==> src/cvf_pkg.sv <==
`default_nettype none

package cvf_pkg;

  localparam int unsigned DATA_W = 32;
  localparam int unsigned SUM_W  = 34;
  localparam int unsigned VIDX_W = 10;

  typedef enum logic {
    OP_STORE  = 1'b0,
    OP_ROTATE = 1'b1
  } op_e;

  // Queue entry: op, vertex index, the first edge and the edge sum; both edges are needed for the frame
  typedef struct packed {
    op_e                           op;
    logic [VIDX_W-1:0]             vidx;
    logic [2:0][DATA_W-1:0]        e1;
    logic [2:0][SUM_W-1:0]         sum;
  } item_t;

  typedef enum logic [3:0] {
    ST_IDLE,
    ST_MOD,
    ST_NORM,
    ST_SQ,
    ST_SQRT,
    ST_DIV,
    ST_CROSS,
    ST_STORE,
    ST_READ,
    ST_MAT,
    ST_OUT
  } state_e;

endpackage

`default_nettype wire

==> src/cvf_front.sv <==
`default_nettype none

module cvf_front (
  input  wire logic                   clk_i,
  input  wire logic                   rst_ni,
  input  wire logic                   in_valid_i,
  output logic                        in_ready_o,
  input  wire logic                   op_i,
  input  wire logic [9:0]             vertex_index_i,
  input  wire logic [8:0][31:0]       edges_i,
  output cvf_pkg::item_t              item_o,
  output logic                        item_valid_o,
  input  wire logic                   item_pop_i
);

  cvf_pkg::item_t entry_q [2];
  cvf_pkg::item_t new_item;
  logic           wr_ptr_q, rd_ptr_q;
  logic [1:0]     count_q;
  logic           push, pop;

  // Classify the item and pre-add the edges component by component
  always_comb begin
    new_item.op   = cvf_pkg::op_e'(op_i);
    new_item.vidx = vertex_index_i;
    for (int j = 0; j < 3; j++) begin
      new_item.e1[j]  = edges_i[j];
      new_item.sum[j] = {{2{edges_i[j][31]}}, edges_i[j]}
                      + {{2{edges_i[j+3][31]}}, edges_i[j+3]}
                      + {{2{edges_i[j+6][31]}}, edges_i[j+6]};
    end
  end

  assign in_ready_o   = (count_q != 2'd2);
  assign push         = in_valid_i & in_ready_o;
  assign item_valid_o = (count_q != 2'd0);
  assign pop          = item_pop_i & item_valid_o;
  assign item_o       = entry_q[rd_ptr_q];

  always_ff @(posedge clk_i) begin
    if (push) begin
      entry_q[wr_ptr_q] <= new_item;
    end
  end

  always_ff @(posedge clk_i or negedge rst_ni) begin
    if (!rst_ni) begin
      wr_ptr_q <= 1'b0;
      rd_ptr_q <= 1'b0;
      count_q  <= 2'd0;
    end else begin
      if (push) wr_ptr_q <= ~wr_ptr_q;
      if (pop)  rd_ptr_q <= ~rd_ptr_q;
      count_q <= count_q + {1'b0, push} - {1'b0, pop};
    end
  end

endmodule

`default_nettype wire

==> config.mk <==
export PLATFORM = sky130hd
export DESIGN_NAME = cvf_front
export DESIGN_NICKNAME = d
export VERILOG_FILES = /design/src/cvf_pkg.sv /design/src/cvf_front.sv
export SDC_FILE = /design/constraint.sdc
export NUM_CORES = 1
export LEC_CHECK = 0
export BUFFER_PORTS_ARGS = -buffer_cell sky130_fd_sc_hd__buf_2
export CORE_MARGIN = 2
export CORE_UTILIZATION = 55
export CTS_BUF_LIST = sky130_fd_sc_hd__clkbuf_4 sky130_fd_sc_hd__clkbuf_8 sky130_fd_sc_hd__clkbuf_16
export CTS_CLUSTER_DIAMETER = 80
export DETAILED_ROUTE_END_ITERATION = 10
export PLACE_DENSITY_LB_ADDON = 0.12
export SETUP_SLACK_MARGIN = 0.05
export SLEW_MARGIN = 20
export SYNTH_ARGS = -nofsm -noshare
export SYNTH_HDL_FRONTEND = slang
export SYNTH_SLANG_ARGS = --single-unit
export TNS_END_PERCENT = 20
==> constraint.sdc <==
create_clock -name clk_i -period 11.25 [get_ports clk_i]
set_input_delay 0.5625 -clock clk_i [delete_from_list [all_inputs] [get_ports clk_i]]
set_output_delay 0.5625 -clock clk_i [all_outputs]
set_load 0.03 [all_outputs]
==> results of run 1 <==
## state kept, by name, indices dropped and copies added, names as in the netlist
register / count
count_q: 2
wr_ptr_q: 1
entry_q: 418
rd_ptr_q: 1
## how the worst max path moves through the flow
| stage | start | end | slack, ns | cells after the start |
|---|---|---|---|---|
| after floorplan | count_q[1]$_DFF_PN0_ | entry_q[0][0]$_DFFE_PP_ | 0.96 | 3 |
| after global placement | edges_i[1] | entry_q[0][25]$_DFFE_PP_ | 7.32 | 11 |
| after detailed placement | edges_i[1] | entry_q[0][25]$_DFFE_PP_ | 7.22 | 11 |
| after CTS | rd_ptr_q$_DFFE_PN0P_ | item_o[83] | 7.52 | 3 |
| after global routing | rd_ptr_q$_DFFE_PN0P_ | item_o[83] | 7.42 | 3 |
| final | rd_ptr_q$_DFFE_PN0P_ | item_o[129] | 7.58 | 3 |
## worst max-delay path, cell delays in order, from the launching register on
cell and delay [ns]:
dfrtp_4 0.85, buf_4 0.94, mux2_2 0.42, buf_2 0.20
## final cells by class
cell class	count	area [sq um]	area share (%)
antenna	6	15.01	0.05533
clock buffer	52	1214	4.473
clock inverter	27	290.3	1.070
inverter	45	168.9	0.6225
multi-input combinational	1016	9450	34.83
sequential	422	12660	46.64
tap	525	656.9	2.421
timing repair buffer	524	2685	9.895
## through the flow
step                      hold slack, ns  util, %  instances
after floorplan                   0.2669        -       1522
after global placement            0.3704    63.89       2529
after detailed placement          0.3723    64.01       2531
after CTS                         0.1423    67.79       2611
after global routing              0.1561    67.81       2613
final                             0.1705    67.83       2617
## power groups by stage
stage | registers (mW) | logic [mW] | clock network (mW)
after floorplan | 2.51 | 2.18 | 0
after global placement | 2.47 | 2.97 | 0
after detailed placement | 2.47 | 3.04 | 0
after CTS | 2.44 | 3.05 | 1.54
after global routing | 2.47 | 3.25 | 1.60
final | 2.43 | 3.04 | 1.51
## placed cells by master, fill, tap and decap left out, drive strengths merged, types with 7 or more instances in the layout
| master | instances |
|---|---|
| o21ai | 55 |
| and2 | 10 |
| a211oi | 11 |
| xor2 | 41 |
| and3 | 13 |
| nor2 | 48 |
| o21a | 15 |
| mux2 | 209 |
| ha | 98 |
| xnor2 | 43 |
| nand3 | 18 |
| nand4 | 13 |
| a21o | 42 |
| nand2 | 67 |
| fa | 99 |
| a21oi | 92 |
| a211o | 7 |
| clkinv | 19 |
| o211ai | 13 |
| clkbuf | 52 |
| o21bai | 8 |
| buf | 523 |
| a31oi | 20 |
| nor3 | 15 |
| inv | 46 |
| edfxtp | 418 |
## routing by layer
metal	vias up	wire, um	track usage, %
met3	110	4693	7.127
met1	7324	21850	32.27
met2	583	26970	43.28
li1	6912	-	-
met5	-	7	0
met4	2	1939	9.082
## logic make-up (layout without fill, tap and decap cells)
group,count (synthesis),after routing,share of synthesized area [%]
flip-flops,422,422,56.45
AO/OA/AOI/OAI,312,312,9.272
AND/OR/NAND/NOR,213,213,4.695
multiplexers,210,210,10.54
adder cells (fa/ha/maj),197,197,14.31
XOR/XNOR,84,84,3.282
buffers and inverters,84,648,1.446
other,0,6,0
## timing repair
item | CTS | global route
hold buffers | 1 | 0
endpoints found under the hold margin | 4 | 0
buffers inserted | 0 | 0
endpoints found under the setup margin | 0 | 0
resized for setup | 0 | 0
==> summary.txt, run 1 <==
Run status
  • Status: finished, final reports clean

Placement
  • Routability cong.: 0.9199
  • Post-DP HPWL: ~42000 um
  • Post-Place Setup Slack: between 7 and 8 ns
  • Post-DP Area: 25610 sq um
  • Input/output buffers: 513

Power
  • Sw Pwr: 2.714 mW
  • Clock power share: a little over a fifth
  • P_int: 4.266 mW
  • Comb power frac: a little over two fifths
  • Reg power frac: 34.8%
  • Power, Total: 6.980 mW
  • Pwr dens: 257.2 nW/um^2
  • Maximum vdd ir drop: 0.1784 mV
  • Switching part of the total: 38.89%
  • Lkg Pwr: 10.82 nW

Min path
  • Worst Hold Depth: 1
  • Hold endpoint: entry_q[0][199]$_DFFE_PP_
  • Worst Hold Class: input pin to flip-flop
  • Min-Delay Startpoint: vertex_index_i[1]

STA
  • Crit path time final: 3.670 ns
  • Least-Margin Pin Slew: 1.079 ns
  • Worst clock skew: between 0.01 and 0.015 ns
  • Fmax: approximately 270 MHz
  • Setup TNS: 0 ns
  • Final critical-path share of the clock period: 32.63%
  • Final setup viols: 0
  • Post-route setup slack: 7.580 ns
  • RSZ-0062 raised after global routing: no
  • Rel. slew slack: 28.05%
  • Final hold viol count: 0
  • Final Max Tran Viols: 0

Synth
  • Number of flops mapped to enable cells by yosys: 418
  • Library cells used by synthesis: 78
  • Mapped Nets: around 2000
  • Predominant post-synthesis flop cell: edfxtp_1
  • Cells after Synth: approximately 1500
  • Post-synth top cells: 418 x edfxtp_1, 209 x mux2_2, 99 x fa_1
  • Synthesized area: 22410 sq um
  • Ranking of synthesized cells by area: edfxtp_1 56%, mux2_2 11%, fa_1 8.8%, ha_1 5.5%, a21oi_1 2.1%
  • Sequential cell area fraction in the yosys report: a little under three fifths
  • Syn Area/Cell: 14.73 sq um
  • Ys async rst share: 0.9479%
  • Synth area leader: edfxtp_1
  • Top-area cell type share of the netlist area: 56.00%
  • YS warnings: 0
  • Flops & latches, synth: roughly 420
  • Count leader, synth: edfxtp_1

Floorplan
  • Die Y-Extent: 205.9 um
  • Core Region: between 40000 and 50000 sq um
  • Die Wd: 205.9 um
  • Die area: 42380 sq um
  • Io pins: 514
  • Initial core utilization: 56.03%
  • FP Rows: 73

Global routing
  • Largest net degree at the start of global routing: 79
  • Initial antenna violation count: 4
  • Global router's overall resource usage: 25.79%
  • Vias in the first global route: 15111
  • GR Overflow Total: 0
  • First-pass GRT wire length: 83140 um

Clock network
  • Clk_lat worst skew: 0.57 ns
  • CTS tree: yes
  • Max Buffers Root-to-Sink: 3
  • CTS clk-pin slew, worst paths: 0.06 ns
  • Clock sink total: between 400 and 500
  • H-tree Lvls: 2
  • CTS Buf Count: 45
  • Root Buffer: clkbuf_16

Routing
  • Routed length per instance: 21.19 um
  • Drc violations: 0
  • Vias/cell: between 5 and 6
  • Vias: 14931
  • 1st-pass router iterations: 5
  • Initial drt markers: between 900 and 1000
  • Antenna Violating Nets Remaining: 0
  • Post-Route WL: approximately 55000 um

Critical path
  • Reg2reg end: entry_q[0][196]$_DFFE_PP_
  • WS Path Type: flip-flop to primary output
  • CP required: 10.69 ns
  • R2r setup slk: about 8.0 ns
  • Critical path arrival: around 3.1 ns
  • Crit Path Max Fanout: a little under 80
  • R2r worst-path depth: 5
  • CP Launch Type: flip-flop
  • CP Capture Type: primary output
  • Reg2reg start: count_q[1]$_DFF_PN0_

Final layout
  • Design Area, Final: 27140 sq um
  • Area grow syn2layout: 21.07%
  • Share of layout cells above drive strength 1: 39.65%
  • Fillers: just under 3000
  • Nets: 2554

Flow run
  • Max-cap violation count: 0
(Power assumes the default switching activity.)
==> inputs of run 2 (changes only) <==
==> constraint.sdc (replaced) <==
create_clock -name clk_i -period 3.5 [get_ports clk_i]
set_input_delay 0.175 -clock clk_i [delete_from_list [all_inputs] [get_ports clk_i]]
set_output_delay 0.175 -clock clk_i [all_outputs]
set_load 0.03 [all_outputs]
==> summary.txt, run 2 (synthesis gave the netlist of run 1 again) <==
Floorplan
  • Die Wd: 205.9 um (unchanged)
  • Die area: 42380 sq um (unchanged)
  • Core Region: 40010 sq um (unchanged)
  • Io pins: 514 (unchanged)
  • FP Rows: 73 (unchanged)
  • Die Y-Extent: 205.9 um (unchanged)
  • Initial core utilization: 56.03% (unchanged)

Power
  • P_int: 14.01 mW (+230%)
  • Maximum vdd ir drop: 0.5246 mV (+190%)
  • Comb power frac: 44.0% (+0.5 points)
  • Lkg Pwr: 11.34 nW (+4.8%)
  • Switching part of the total: 38.50% (-0.38 points)
  • Reg power frac: 34.3% (-0.5 points)
  • Clock power share: 21.7% (about the same)
  • Sw Pwr: 8.772 mW (+220%)
  • Pwr dens: 802.1 nW/um^2 (+210%)

Critical path
  • Most used cell along the critical path: o21ai_1
  • CP required: 3.80 ns (-6.89 ns)
  • Slowest cell on crit path: dlygate4sd3_1
  • CP Capture Type: flip-flop
  • CP delay by family, top: compound AO/OA/AOI/OAI gates
  • Critical path arrival: 3.67 ns (+0.56 ns)
  • Crit Path Max Fanout: 4 (-95%)
  • WS Path Type: input pin to flip-flop
  • CP bufs+invs: 3 (+1)
  • Crit-path cells: dlygate4sd3_1, buf_2, fa_1, ha_1, fa_1, a211oi_1, o21ai_1, o21ai_1, a31oi_1, o32ai_1, buf_4, o21ai_1, xor2_1
  • CP Launch Type: input pin
  • CP max stage delay: 0.53 ns (-0.41 ns)

STA
  • Final hold viol count: 0 (unchanged)
  • Final critical-path share of the clock period: between 90% and 100%
  • Least-Margin Pin Slew: 0.8472 ns (-0.2321 ns)
  • Final setup viols: 0 (unchanged)
  • Post-route setup slack: 0.1277 ns (-7.452 ns)
  • Final Max Tran Viols: 0 (unchanged)
  • Rel. slew slack: 43.52% (+15 points)
  • Fmax: 296.5 MHz
  • Worst clock skew: 0.01447 ns (-0.0004495 ns)
  • Crit path time final: 3.372 ns
  • RSZ-0062 raised after global routing: yes
  • Setup TNS: 0 ns (unchanged)

Clock network
  • CTS Buf Count: 44 (-2.2%)
  • Clock sink total: 422 (unchanged)
  • Root Buffer: clkbuf_16
  • Max Buffers Root-to-Sink: 3 (unchanged)
  • CTS tree: yes
  • Clk_lat worst skew: 0.57 ns (about the same)
  • CTS clk-pin slew, worst paths: 0.06 ns (about the same)
  • H-tree Lvls: 2 (unchanged)

Global routing
  • Initial antenna violation count: 4 (unchanged)
  • Global router's overall resource usage: 26.55% (+0.76 points)
  • Largest net degree at the start of global routing: 85 (+7.6%)
  • GR Overflow Total: 0 (unchanged)
  • First-pass GRT wire length: 85320 um (+2.6%)
  • Vias in the first global route: 15774 (+4.4%)

Routing
  • Initial drt markers: 1146 (+22%)
  • Vias: 15445 (+3.4%)
  • Post-Route WL: 57180 um (+3.1%)
  • Antenna Violating Nets Remaining: 0 (unchanged)
  • 1st-pass router iterations: 6 (+1)
  • Drc violations: 0 (unchanged)
  • Routed length per instance: 20.95 um (-1.1%)
  • Vias/cell: 5.660 (-0.80%)

Final layout
  • Area grow syn2layout: 26.72%
  • Most frequent cells in the layout: 513 x buf_2, 418 x edfxtp_1, 209 x mux2_2
  • Biggest regs: entry_q x418, count_q x2
  • Share of layout cells above drive strength 1: 37.91% (-1.7 points)
  • Largest Register: entry_q
  • Commonest non-fill, non-tap cell in the layout: buf_2
  • Nets: 2670 (+4.5%)
  • Largest register FFs: 418 (unchanged)

Placement
  • Routability cong.: 0.8974 (-2.4%)
  • Input/output buffers: 513 (unchanged)
  • Post-Place Setup Slack: 0.01576 ns (-7.203 ns)
  • Post-DP HPWL: 41900 um (+0.97%)

Min path
  • Worst Hold Class: input pin to flip-flop

Run status
  • Status: finished, final reports clean

Flow run
  • Max-cap violation count: 0 (unchanged)
## run 2: changes by cell type in the layout (fill, tap and decap cells not counted), sizes merged, moves of 2 or more
cell         change
buf              +7
bufinv           +3
clkinv           -5
diode            -2
dlygate4sd3    +110
## run 2: final cells by class
type	instances	area, sq um
antenna	4	10.01
inverter	45	168.9
tap	525	656.9
fill	2740	11600
multi-input combinational	1016	9477
clock buffer	51	1171
sequential	422	12660
timing repair buffer	641	3919
clock inverter	25	344.1
## run 2: timing repair
| item | in CTS | in global routing |
|---|---|---|
| hold endpoints to repair | 220 | 0 |
| buffers inserted | 0 | 1 |
| resized for setup | 0 | 3 |
| hold buffers | 111 | 0 |
| endpoints found under the setup margin | 0 | 12 |
## run 2: metrics by stage
stage               hold WS, ns  instances  power [mW]  instance area (sq um)  utilization (%)
floorplan               -0.1206       1522       14.85                  22440                -
detailed placement    -0.005008       2537       17.80                  25750            64.36
CTS                     0.09058       2724       22.88                  28370            70.92
finish                   0.1173       2729       22.78                  28400            71.00
global route             0.1053       2726       23.86                  28390            70.98
global placement       -0.01228       2537       17.63                  25750            64.36
## run 2: path summary, 6_finish.rpt
check	to	slack, ns	start	cells past startpoint
max	entry_q[1][25]$_DFFE_PP_	0.13	edges_i[1]	13
min	entry_q[1][69]$_DFFE_PP_	0.12	edges_i[257]	3
max reg2reg	entry_q[1][10]$_DFFE_PP_	1.50	count_q[1]$_DFF_PN0_	3
min reg2reg	count_q[0]$_DFF_PN0_	0.52	count_q[0]$_DFF_PN0_	1
max in group asynchronous	rd_ptr_q$_DFFE_PN0P_	2.70	rst_ni	3
min in group asynchronous	rd_ptr_q$_DFFE_PN0P_	0.59	rst_ni	3
## run 2: power by group through the flow
stage	registers, mW	logic (mW)	clock network, mW
6_report	7.82	10.0	4.94
5_1_grt	7.95	10.7	5.23
4_1_cts	7.84	10.0	5.03
3_5_place_dp	7.94	9.86	0
3_3_place_gp	7.86	9.78	0
2_1_floorplan	7.82	7.02	0
## run 2: worst min-delay path: stages
cell   delay [ns]
buf_2        0.10
fa_1         0.16
ha_1         0.13
## run 2: routing by layer
metal	share of wire [%]	track usage [%]	vias up	routed length, um
li1	-	-	7136	-
met1	39	32.39	7535	22220
met2	49	45.32	656	28120
met3	8.2	7.080	116	4674
met4	3.8	10.08	2	2152
met5	0.031	0	-	18
